### config.mk
export PLATFORM = sky130hd
export DESIGN_NAME = multichannel_biquad_df2t_core
export DESIGN_NICKNAME = d
export VERILOG_FILES = /design/src/hdl/bq_pkg.sv /design/src/hdl/multichannel_biquad_df2t_core.sv /design/src/hdl/bq_cfg_regs.sv /design/src/hdl/bq_state_mem.sv /design/src/hdl/bq_mul.sv
export SDC_FILE = /design/constraint.sdc
export NUM_CORES = 2
export LEC_CHECK = 0
export BUFFER_PORTS_ARGS = -buffer_cell sky130_fd_sc_hd__buf_2
export CAP_MARGIN = 30
export CORE_AREA = 4 4 477 714
export CTS_CLUSTER_SIZE = 25
export DETAILED_ROUTE_END_ITERATION = 10
export DIE_AREA = 0 0 481 718
export GPL_TIMING_DRIVEN = 0
export PLACE_DENSITY = 0.43
export SYNTH_ARGS = -nofsm -noshare
export SYNTH_HDL_FRONTEND = slang
export SYNTH_SLANG_ARGS = --single-unit
### constraint.sdc
create_clock -name clk -period 16.95 [get_ports clk]
set_clock_uncertainty 0.2 [all_clocks]
set_input_delay 4.2375 -clock clk [delete_from_list [all_inputs] [get_ports clk]]
set_output_delay 4.2375 -clock clk [all_outputs]
set_load 0.01 [all_outputs]
### src/hdl/bq_pkg.sv
// ----------------------------------------------------------------------------
// bq_pkg: shared definitions for the multichannel biquad core
// Widths, configuration and state types, the sequencer states and the
// saturation helpers used by the datapath.
// ----------------------------------------------------------------------------
package bq_pkg;

  // Channel store geometry.
  localparam int CHANNELS = 8;
  localparam int CH_W     = 3;
  localparam int ADDR_W   = (CHANNELS > 1) ? $clog2(CHANNELS) : 1;

  // Sample and coefficient formats.
  localparam int SAMPLE_BITS = 24;
  localparam int COEF_W      = 32;
  localparam int ACT_W       = 4;
  localparam int CFG_IDX_W   = 3;
  localparam int CFG_DATA_W  = 32;

  // Delay state, Q7.40, split into two halves for the multiplier.
  localparam int ST_W   = 48;
  localparam int HALF_W = ST_W / 2;

  // Multiplier: coefficient times a sample or one half of a state word.
  localparam int MB_W   = ((SAMPLE_BITS > HALF_W) ? SAMPLE_BITS : HALF_W) + 1;
  localparam int PROD_W = COEF_W + MB_W;

  // Sample to Q7.40 shift, and the coefficient fraction bits.
  localparam int XSH    = 41 - SAMPLE_BITS;
  localparam int FRAC_W = 26;
  localparam int FF_SH  = FRAC_W - XSH;

  // Accumulator for one filter term plus a state, and the full feedback product.
  localparam int ACC_W = PROD_W + 1;
  localparam int W_W   = COEF_W + ST_W + 2;

  // Register indexes of the configuration port.
  typedef enum logic [CFG_IDX_W-1:0] {
    REG_B0     = 3'd0,
    REG_B1     = 3'd1,
    REG_B2     = 3'd2,
    REG_A1     = 3'd3,
    REG_A2     = 3'd4,
    REG_ACTIVE = 3'd5
  } reg_idx_t;

  localparam logic [COEF_W-1:0] B0_RESET = 32'h0400_0000;

  typedef struct packed {
    logic signed [COEF_W-1:0] b0;
    logic signed [COEF_W-1:0] b1;
    logic signed [COEF_W-1:0] b2;
    logic signed [COEF_W-1:0] a1;
    logic signed [COEF_W-1:0] a2;
    logic [ACT_W-1:0]         active;
  } coef_t;

  typedef struct packed {
    logic signed [ST_W-1:0] d1;
    logic signed [ST_W-1:0] d2;
  } st_pair_t;

  // Sequencer: idle, the multiply steps M0 to M7 of the shared multiplier, write-back and done.
  typedef enum logic [3:0] {
    ST_IDLE,
    ST_M0,
    ST_M1,
    ST_M2,
    ST_M3,
    ST_M4,
    ST_M5,
    ST_M6,
    ST_M7,
    ST_WB,
    ST_DONE
  } seq_state_t;

  // Saturate an accumulator value to the state width.
  function automatic logic signed [ST_W-1:0] sat_st(input logic signed [ACC_W-1:0] v);
    logic [ACC_W-ST_W:0] top;
    logic signed [ST_W-1:0] res;
    top = v[ACC_W-1:ST_W-1];
    if ((&top) || !(|top)) begin
      res = v[ST_W-1:0];
    end else if (v[ACC_W-1]) begin
      res = {1'b1, {(ST_W-1){1'b0}}};
    end else begin
      res = {1'b0, {(ST_W-1){1'b1}}};
    end
    return res;
  endfunction

  // Saturate an accumulator value to the sample width.
  function automatic logic signed [SAMPLE_BITS-1:0] sat_smp(
    input logic signed [ACC_W-1:0] v
  );
    logic [ACC_W-SAMPLE_BITS:0] top;
    logic signed [SAMPLE_BITS-1:0] res;
    top = v[ACC_W-1:SAMPLE_BITS-1];
    if ((&top) || !(|top)) begin
      res = v[SAMPLE_BITS-1:0];
    end else if (v[ACC_W-1]) begin
      res = {1'b1, {(SAMPLE_BITS-1){1'b0}}};
    end else begin
      res = {1'b0, {(SAMPLE_BITS-1){1'b1}}};
    end
    return res;
  endfunction

endpackage

### src/hdl/multichannel_biquad_df2t_core.sv
// ----------------------------------------------------------------------------
// multichannel_biquad_df2t_core: multichannel transposed direct form II biquad
// Filters samples tagged with a channel number through one shared
// second-order section, with two delay states per channel kept in memory.
// ----------------------------------------------------------------------------
// Use: the input channel takes one word of channel number and sample; the
// output channel returns one filtered sample per input word, in order.
// Coefficients (Q5.26) and the active channel count are written through the
// configuration channel while the core is idle; it is always ready.
// A word for an active channel reads its delay pair from the state memory,
// forms seven products in turn on one shared multiplier, and writes the new
// pair back; it steps through M0 to M7, the write-back and the done state,
// and the next word is taken only once its result has entered the output
// register. A word for an inactive channel goes straight to the done state
// and returns its sample unchanged.
// The output register parts the two sides: a new word is taken while the
// previous result still waits. If the receiver stalls the finished result
// waits in a holding register and no further word is taken.
// Reset clears the delay states to zero (per-entry valid bits, no sweep),
// sets b0 to 1.0, the other coefficients and the active count to zero.
// ----------------------------------------------------------------------------
module multichannel_biquad_df2t_core (
  input  logic                                   clk,
  input  logic                                   rst_n,
  input  logic                                   in_valid,
  output logic                                   in_ready,
  input  logic [bq_pkg::CH_W-1:0]                in_channel,
  input  logic signed [bq_pkg::SAMPLE_BITS-1:0]  in_sample_in,
  output logic                                   out_valid,
  input  logic                                   out_ready,
  output logic signed [bq_pkg::SAMPLE_BITS-1:0]  out_sample_out,
  input  logic                                   cfg_valid,
  output logic                                   cfg_ready,
  input  logic [bq_pkg::CFG_IDX_W-1:0]           cfg_index,
  input  logic [bq_pkg::CFG_DATA_W-1:0]          cfg_data
);

  localparam logic signed [bq_pkg::ACC_W-1:0] FF_HALF =
    bq_pkg::ACC_W'(1) << (bq_pkg::FF_SH - 1);
  localparam logic signed [bq_pkg::ACC_W-1:0] OUT_HALF =
    bq_pkg::ACC_W'(1) << (bq_pkg::XSH - 1);
  localparam logic signed [bq_pkg::W_W-1:0] FB_HALF =
    bq_pkg::W_W'(1) << (bq_pkg::FRAC_W - 1);

  bq_pkg::coef_t       coef;
  bq_pkg::st_pair_t    rd_data;
  bq_pkg::st_pair_t    wr_data;
  bq_pkg::seq_state_t  state_r, state_nxt;

  logic                                  in_acc;
  logic                                  ch_active;
  logic                                  out_load;
  logic                                  mem_we;

  logic [bq_pkg::CH_W-1:0]               ch_r, ch_nxt;
  logic signed [bq_pkg::SAMPLE_BITS-1:0] x_r, x_nxt;
  logic signed [bq_pkg::ST_W-1:0]        y_r, y_nxt;
  logic signed [bq_pkg::ACC_W-1:0]       t1_r, t1_nxt;
  logic signed [bq_pkg::ACC_W-1:0]       t2_r, t2_nxt;
  logic signed [bq_pkg::W_W-1:0]         w_r, w_nxt;
  logic signed [bq_pkg::SAMPLE_BITS-1:0] res_r, res_nxt;
  logic signed [bq_pkg::SAMPLE_BITS-1:0] out_data_r, out_data_nxt;
  logic                                  out_valid_r, out_valid_nxt;

  logic signed [bq_pkg::COEF_W-1:0]      mul_a;
  logic signed [bq_pkg::MB_W-1:0]        mul_b;
  logic signed [bq_pkg::PROD_W-1:0]      prod;
  logic signed [bq_pkg::ACC_W-1:0]       prod_ext;
  logic signed [bq_pkg::ACC_W-1:0]       ff_rnd;
  logic signed [bq_pkg::ACC_W-1:0]       fb_rnd;
  logic signed [bq_pkg::ACC_W-1:0]       y_sum;
  logic signed [bq_pkg::ACC_W-1:0]       t2_fin;
  logic signed [bq_pkg::ACC_W-1:0]       o_sum;
  logic signed [bq_pkg::MB_W-1:0]        x_op, yh_op, yl_op;

  // Configuration registers.
  bq_cfg_regs u_cfg (
    .clk       (clk),
    .rst_n     (rst_n),
    .cfg_valid (cfg_valid),
    .cfg_ready (cfg_ready),
    .cfg_index (cfg_index),
    .cfg_data  (cfg_data),
    .coef      (coef)
  );

  // Delay state memory: read on acceptance, written back at the end.
  bq_state_mem u_mem (
    .clk     (clk),
    .rst_n   (rst_n),
    .rd_en   (in_acc),
    .rd_addr (bq_pkg::ADDR_W'(in_channel)),
    .rd_data (rd_data),
    .wr_en   (mem_we),
    .wr_addr (bq_pkg::ADDR_W'(ch_r)),
    .wr_data (wr_data)
  );

  // Shared multiplier.
  bq_mul u_mul (
    .clk  (clk),
    .op_a (mul_a),
    .op_b (mul_b),
    .prod (prod)
  );

  // Handshake and channel decode.
  assign in_ready       = (state_r == bq_pkg::ST_IDLE);
  assign in_acc         = in_valid && in_ready;
  assign ch_active      = ({1'b0, in_channel} < coef.active) &&
                          (32'(in_channel) < bq_pkg::CHANNELS);
  assign out_load       = (state_r == bq_pkg::ST_DONE) && (!out_valid_r || out_ready);
  assign mem_we         = (state_r == bq_pkg::ST_WB);
  assign out_valid      = out_valid_r;
  assign out_sample_out = out_data_r;

  // Multiplier operands: the sample and the two halves of y.
  assign x_op  = bq_pkg::MB_W'(x_r);
  assign yh_op = bq_pkg::MB_W'($signed(y_r[bq_pkg::ST_W-1:bq_pkg::HALF_W]));
  assign yl_op = {1'b0, y_r[bq_pkg::HALF_W-1:0]};

  // Rounded terms: feedforward products and the accumulated feedback product.
  assign prod_ext = bq_pkg::ACC_W'(prod);
  assign ff_rnd   = (prod_ext + FF_HALF) >>> bq_pkg::FF_SH;
  assign fb_rnd   = bq_pkg::ACC_W'((w_r + FB_HALF) >>> bq_pkg::FRAC_W);
  assign y_sum    = ff_rnd + bq_pkg::ACC_W'(rd_data.d1);
  assign t2_fin   = t2_r - fb_rnd;
  assign o_sum    = (bq_pkg::ACC_W'(y_r) + OUT_HALF) >>> bq_pkg::XSH;

  // Write-back pair.
  assign wr_data.d1 = bq_pkg::sat_st(t1_r);
  assign wr_data.d2 = bq_pkg::sat_st(t2_fin);

  // Next state.
  always_comb begin
    state_nxt = state_r;
    case (state_r)
      bq_pkg::ST_IDLE: begin
        if (in_acc) begin
          state_nxt = ch_active ? bq_pkg::ST_M0 : bq_pkg::ST_DONE;
        end
      end
      bq_pkg::ST_M0:   state_nxt = bq_pkg::ST_M1;
      bq_pkg::ST_M1:   state_nxt = bq_pkg::ST_M2;
      bq_pkg::ST_M2:   state_nxt = bq_pkg::ST_M3;
      bq_pkg::ST_M3:   state_nxt = bq_pkg::ST_M4;
      bq_pkg::ST_M4:   state_nxt = bq_pkg::ST_M5;
      bq_pkg::ST_M5:   state_nxt = bq_pkg::ST_M6;
      bq_pkg::ST_M6:   state_nxt = bq_pkg::ST_M7;
      bq_pkg::ST_M7:   state_nxt = bq_pkg::ST_WB;
      bq_pkg::ST_WB:   state_nxt = bq_pkg::ST_DONE;
      bq_pkg::ST_DONE: begin
        if (out_load) begin
          state_nxt = bq_pkg::ST_IDLE;
        end
      end
      default:         state_nxt = bq_pkg::ST_IDLE;
    endcase
  end

  // Datapath control: operand selection and term accumulation per step.
  always_comb begin
    mul_a   = '0;
    mul_b   = '0;
    ch_nxt  = ch_r;
    x_nxt   = x_r;
    y_nxt   = y_r;
    t1_nxt  = t1_r;
    t2_nxt  = t2_r;
    w_nxt   = w_r;
    res_nxt = res_r;
    case (state_r)
      bq_pkg::ST_IDLE: begin
        if (in_acc) begin
          ch_nxt  = in_channel;
          x_nxt   = in_sample_in;
          res_nxt = in_sample_in;
        end
      end
      bq_pkg::ST_M0: begin
        mul_a = coef.b0;
        mul_b = x_op;
      end
      bq_pkg::ST_M1: begin
        y_nxt = bq_pkg::sat_st(y_sum);
        mul_a = coef.b1;
        mul_b = x_op;
      end
      bq_pkg::ST_M2: begin
        t1_nxt = ff_rnd + bq_pkg::ACC_W'(rd_data.d2);
        mul_a  = coef.b2;
        mul_b  = x_op;
      end
      bq_pkg::ST_M3: begin
        t2_nxt = ff_rnd;
        mul_a  = coef.a1;
        mul_b  = yh_op;
      end
      bq_pkg::ST_M4: begin
        w_nxt = bq_pkg::W_W'(prod) <<< bq_pkg::HALF_W;
        mul_a = coef.a1;
        mul_b = yl_op;
      end
      bq_pkg::ST_M5: begin
        w_nxt = w_r + bq_pkg::W_W'(prod);
        mul_a = coef.a2;
        mul_b = yh_op;
      end
      bq_pkg::ST_M6: begin
        t1_nxt = t1_r - fb_rnd;
        w_nxt  = bq_pkg::W_W'(prod) <<< bq_pkg::HALF_W;
        mul_a  = coef.a2;
        mul_b  = yl_op;
      end
      bq_pkg::ST_M7: begin
        w_nxt = w_r + bq_pkg::W_W'(prod);
      end
      bq_pkg::ST_WB: begin
        res_nxt = bq_pkg::sat_smp(o_sum);
      end
      bq_pkg::ST_DONE: begin
        res_nxt = res_r;
      end
      default: begin
        res_nxt = res_r;
      end
    endcase
  end

  // Output register.
  always_comb begin
    out_valid_nxt = out_valid_r;
    out_data_nxt  = out_data_r;
    if (out_load) begin
      out_valid_nxt = 1'b1;
      out_data_nxt  = res_r;
    end else if (out_ready) begin
      out_valid_nxt = 1'b0;
    end
  end

  // Control registers.
  always_ff @(posedge clk) begin
    if (!rst_n) begin
      state_r     <= bq_pkg::ST_IDLE;
      out_valid_r <= 1'b0;
    end else begin
      state_r     <= state_nxt;
      out_valid_r <= out_valid_nxt;
    end
  end

  // Payload registers.
  always_ff @(posedge clk) begin
    ch_r       <= ch_nxt;
    x_r        <= x_nxt;
    y_r        <= y_nxt;
    t1_r       <= t1_nxt;
    t2_r       <= t2_nxt;
    w_r        <= w_nxt;
    res_r      <= res_nxt;
    out_data_r <= out_data_nxt;
  end

  // An inactive channel never reaches the multiply sequence.
  a_pass_skips_mem: assert property (@(posedge clk) disable iff (!rst_n)
    in_acc && !ch_active |=> state_r == bq_pkg::ST_DONE)
    else $error("inactive channel entered the filter sequence");

  // An active channel starts the multiply sequence right after acceptance.
  a_active_starts: assert property (@(posedge clk) disable iff (!rst_n)
    in_acc && ch_active |=> state_r == bq_pkg::ST_M0)
    else $error("active channel did not start the filter sequence");

  // A finished result is presented once the output register is free.
  a_result_shown: assert property (@(posedge clk) disable iff (!rst_n)
    out_load |=> out_valid_r && state_r == bq_pkg::ST_IDLE)
    else $error("finished result not presented");

  // The state write-back comes right after step M7.
  a_wb_after_m7: assert property (@(posedge clk) disable iff (!rst_n)
    mem_we |-> $past(state_r) == bq_pkg::ST_M7)
    else $error("state write-back out of sequence");

endmodule

### src/hdl/bq_cfg_regs.sv
// ----------------------------------------------------------------------------
// bq_cfg_regs: coefficient and channel count registers
// Takes words from the configuration channel and holds the five shared
// coefficients and the active channel count. Unknown indexes are ignored.
// ----------------------------------------------------------------------------
module bq_cfg_regs (
  input  logic                             clk,
  input  logic                             rst_n,
  input  logic                             cfg_valid,
  output logic                             cfg_ready,
  input  logic [bq_pkg::CFG_IDX_W-1:0]     cfg_index,
  input  logic [bq_pkg::CFG_DATA_W-1:0]    cfg_data,
  output bq_pkg::coef_t                    coef
);

  bq_pkg::coef_t coef_r;
  bq_pkg::coef_t coef_nxt;

  // Registers are always ready to take a word.
  assign cfg_ready = 1'b1;
  assign coef      = coef_r;

  // Decode the register index of an accepted word.
  always_comb begin
    coef_nxt = coef_r;
    if (cfg_valid) begin
      case (cfg_index)
        bq_pkg::REG_B0:     coef_nxt.b0 = cfg_data[bq_pkg::COEF_W-1:0];
        bq_pkg::REG_B1:     coef_nxt.b1 = cfg_data[bq_pkg::COEF_W-1:0];
        bq_pkg::REG_B2:     coef_nxt.b2 = cfg_data[bq_pkg::COEF_W-1:0];
        bq_pkg::REG_A1:     coef_nxt.a1 = cfg_data[bq_pkg::COEF_W-1:0];
        bq_pkg::REG_A2:     coef_nxt.a2 = cfg_data[bq_pkg::COEF_W-1:0];
        bq_pkg::REG_ACTIVE: coef_nxt.active = cfg_data[bq_pkg::ACT_W-1:0];
        default:            coef_nxt = coef_r;
      endcase
    end
  end

  // Unity gain pass-band and no active channels after reset.
  always_ff @(posedge clk) begin
    if (!rst_n) begin
      coef_r.b0     <= bq_pkg::B0_RESET;
      coef_r.b1     <= '0;
      coef_r.b2     <= '0;
      coef_r.a1     <= '0;
      coef_r.a2     <= '0;
      coef_r.active <= '0;
    end else begin
      coef_r <= coef_nxt;
    end
  end

endmodule

### src/hdl/bq_state_mem.sv
// ----------------------------------------------------------------------------
// bq_state_mem: per-channel delay state store
// One synchronous memory of delay pairs with a registered read port. A valid
// bit per entry makes entries never written since reset read as zero.
// ----------------------------------------------------------------------------
module bq_state_mem (
  input  logic                          clk,
  input  logic                          rst_n,
  input  logic                          rd_en,
  input  logic [bq_pkg::ADDR_W-1:0]     rd_addr,
  output bq_pkg::st_pair_t              rd_data,
  input  logic                          wr_en,
  input  logic [bq_pkg::ADDR_W-1:0]     wr_addr,
  input  bq_pkg::st_pair_t              wr_data
);

  bq_pkg::st_pair_t                mem_r [bq_pkg::CHANNELS];
  logic [bq_pkg::CHANNELS-1:0]     valid_r;
  bq_pkg::st_pair_t                rd_data_r;
  logic                            rd_valid_r;

  // Write port.
  always_ff @(posedge clk) begin
    if (wr_en) begin
      mem_r[wr_addr] <= wr_data;
    end
  end

  // Entry valid bits, cleared at reset.
  always_ff @(posedge clk) begin
    if (!rst_n) begin
      valid_r <= '0;
    end else if (wr_en) begin
      valid_r[wr_addr] <= 1'b1;
    end
  end

  // Registered read port; data holds until the next read.
  always_ff @(posedge clk) begin
    if (rd_en) begin
      rd_data_r  <= mem_r[rd_addr];
      rd_valid_r <= valid_r[rd_addr];
    end
  end

  assign rd_data = rd_valid_r ? rd_data_r : '0;

endmodule

### src/hdl/bq_mul.sv
// ----------------------------------------------------------------------------
// bq_mul: shared registered multiplier
// Signed coefficient times a signed sample or state half, product registered.
// ----------------------------------------------------------------------------
module bq_mul (
  input  logic                                clk,
  input  logic signed [bq_pkg::COEF_W-1:0]    op_a,
  input  logic signed [bq_pkg::MB_W-1:0]      op_b,
  output logic signed [bq_pkg::PROD_W-1:0]    prod
);

  logic signed [bq_pkg::PROD_W-1:0] prod_r;

  // One product per cycle.
  always_ff @(posedge clk) begin
    prod_r <= bq_pkg::PROD_W'(op_a) * bq_pkg::PROD_W'(op_b);
  end

  assign prod = prod_r;

endmodule

==> impl_results.md <==
- Status: completed
- Syn_area_per_cell: between 10 and 15 sq um
- Filler Cell Count: 33,780
- Synth Warn #: 0
- Synth unique cells: 88
- PortBufs: slightly above 90
- Initial antenna violation count: 10
- Clock-pin slew on the worst setup and hold paths: 0.06 ns
- Vias post-DR: 72,620
- Post-CTS resize count: 0
- Slew headroom: 0.2476
- Top cells by area, synth: edfxtp_1 35%, fa_1 17%, ha_1 5.6%
- CTS Buf Count: 162
- Maxcap violations: 0
- Worst setup path end: u_mul.prod[56]
- Critical path depth: 30
- Hold Vio Cnt, Final: 0
- Max incr delay on CP: 0.87 ns
- FFs w/ async S/R, synth: 0
- Flop pwr share: 0.370
- Seq. cell area: 40,030 sq um
- Slowest stage cell, crit path: clkbuf_4
- R2r setup slk: 3.96 ns
- Share of cells above drive strength 1: 0.09760
- Post-Route WL: between 300,000 and 400,000 um
- Gate Count Post-Synth: 9,204
- Fin. max-slew vios: 0
- 1st-iter DRT viols: 5,266
- Area of the multi-input gates: 54,950 sq um
- Row count: 260
- Critical path data arrival time: 13.37 ns
- Post-layout minimum cycle time: between 10 and 15 ns
- Synthesized Nets: between 10,000 and 15,000
- Launching point of the worst reg2reg path: state_r[1]
- CP bufs+invs: 6
- Max Clock Freq: about 77 MHz
- FF-to-FF path depth: 30
- # nets final: 11,020
- Register area share after synthesis: 0.4005
- Switching Share: 0.3767
- Cell Pwr Density: 104.9 nW/um^2
- Core area: 334,100 sq um
- Hold wc startpoint: res_r[17]
- Die Width: 481 um
- Post-synth top area share: 0.3537
- Vias in the first global route: 76,860
- Clock insertion delay at the later pin of the skew report: between 0.8 and 0.9 ns
- CTS H-tree lvls: 4
- TritonRoute pass-1 iters: 6
- Leading area contributor after synthesis: edfxtp_1
- Post-CTS Setup Inserts: 0
- Final period utilization: 0.7666
- IO Pins: 94
- RSZ-0062 raised after global routing: false
- Most frequent cells in the layout: 1,305 x nand2_1, 1,177 x edfxtp_1, 940 x inv_1
- Clock sink count: 1,411
- Drt via density: 5.092
- P&R area growth vs syn: 14.28%
- Max VDD drop: 73.64 uV
- Post-synth EDFFs: 1,177
- Hold buffer count at CTS: 0
- First-pass GRT wire length: between 500,000 and 600,000 um
- Setup CP Type: register to register
- Setup tns final: 0 ns
- Static leakage: around 0.046 uW
- CTS root buf: clkbuf_16
- CP Launch Type: register
- Synth Flop Type: edfxtp_1
- Die height: 718 um
- Combinational share of power: 0.339
- Area of the die: about 350,000 sq um
- Clk buf depth: 4
- Dpl hpwl: 328,500 um
- Net Sw Power: 4512 uW
- Worst Setup SP: state_r[1]
- Final setup vio count: 0
- Worst EP required: 17.33 ns
- Initial Util: 0.2991
- Final global-route overflow total: 0
- Crit Path Max Fanout: 57
- DRC Markers: 0
- Mapped Area: between 90,000 and 100,000 sq um
- GPL Wtd Cong: ~0.97
- Synthesized flop and latch total: 1,411
- Commonest non-fill, non-tap cell in the layout: nand2_1
- Total power draw: 11,980 uW
- Pin count of the biggest net entering global routing: 58
- Most used cell, CP: fa_1
- ANT nets after route: 0
- Drt wl/cell: 27.83 um
- HP Class: register to register
- Critical R2R Capture: u_mul.prod[56]
- CP delay by family, top: adder cells
- Aggregate global-route resource usage: 0.2273
- CTS tree: done
- Actual slew at the worst max-slew pin: 1.125 ns
- P_int: 7464 uW
- Clock share of power: 0.292
- CP Capture Type: register
state kept, by name, summed over array words and instances, names as in the netlist, 48 cells and up:
signal	count
w_r	82
u_mul.prod	57
u_cfg.coef	164
u_mem.mem_r	768
y_r	48
u_mem.rd_data_r	96
t1_r	58
t2_r	49
cell usage after synthesis, drive strengths merged (48+ instances only):
master  instances
a21boi        171
a21o          279
a21oi         396
a31oi          48
and2          150
and3           70
clkbuf        403
dfxtp         234
edfxtp       1177
fa            825
ha            451
inv           940
mux2          116
mux4          194
nand2        1305
nand3         132
nand4         111
nor2          630
nor2b          51
nor3           77
o21a           61
o21ai         353
o21bai         58
xnor2         259
xor2          181
logic make-up after synthesis:
family          after synthesis  synth area share
flops                      1411            0.4005
mux                         341           0.05990
compound gates             1655            0.1077
other cells                   1        0.00003752
xor+xnor                    440           0.03856
simple gates               2692            0.1192
buf+inv                    1388           0.05235
fa+ha+maj                  1276            0.2217
layout make-up:
| type | instances | share of cell area |
|---|---|---|
| multi-input combinational | 6405 | 0.4811 |
| antenna | 13 | 0.0002848 |
| clock buffer | 208 | 0.03805 |
| sequential | 1411 | 0.3505 |
| clock inverter | 71 | 0.006858 |
| inverter | 941 | 0.03093 |
| buffer | 447 | 0.01501 |
| tap | 4454 | 0.04879 |
| timing repair buffer | 312 | 0.02851 |
per-layer routing:
layer  part of all wire  global-route usage  routed length (um)
met1               0.35              0.2410              140600
met2               0.53              0.4194              208700
met3              0.031             0.02015               12230
met4              0.089              0.1622               35290
met5                  0                   0                   0
how the worst min path moves through the flow:
stage / end / depth (start not counted)
final: out_sample_out[17] / 0
after global routing: out_sample_out[17] / 0
after CTS: out_sample_out[17] / 0
after detailed placement: out_sample_out[17] / 0
after global placement: out_sample_out[1] / 0
after floorplan: out_sample_out[0] / 0
power by group through the flow:
stage / Sequential (uW) / Clock (uW) / Combinational (uW)
global route: 4430 / 3720 / 4360
CTS: 4420 / 3600 / 4060
floorplan: 4310 / 0 / 2370
global placement: 4540 / 0 / 3870
detailed placement: 4490 / 0 / 4010
finish: 4430 / 3490 / 4060
stage by stage:
step	instance area (sq um)	util	hold slack, ns	std cells	worst slack (ns)
2_1_floorplan	99940	-	0.2003	9204	5.952
4_1_cts	114100	0.3415	0.1865	14240	3.804
6_report	114200	0.3419	0.1834	14260	3.956
3_3_place_gp	106000	0.3172	0.2087	13750	-6.814
5_1_grt	114200	0.3418	0.2095	14260	3.391
3_5_place_dp	109000	0.3261	0.2045	13960	3.971
(Power assumes the default switching activity.)
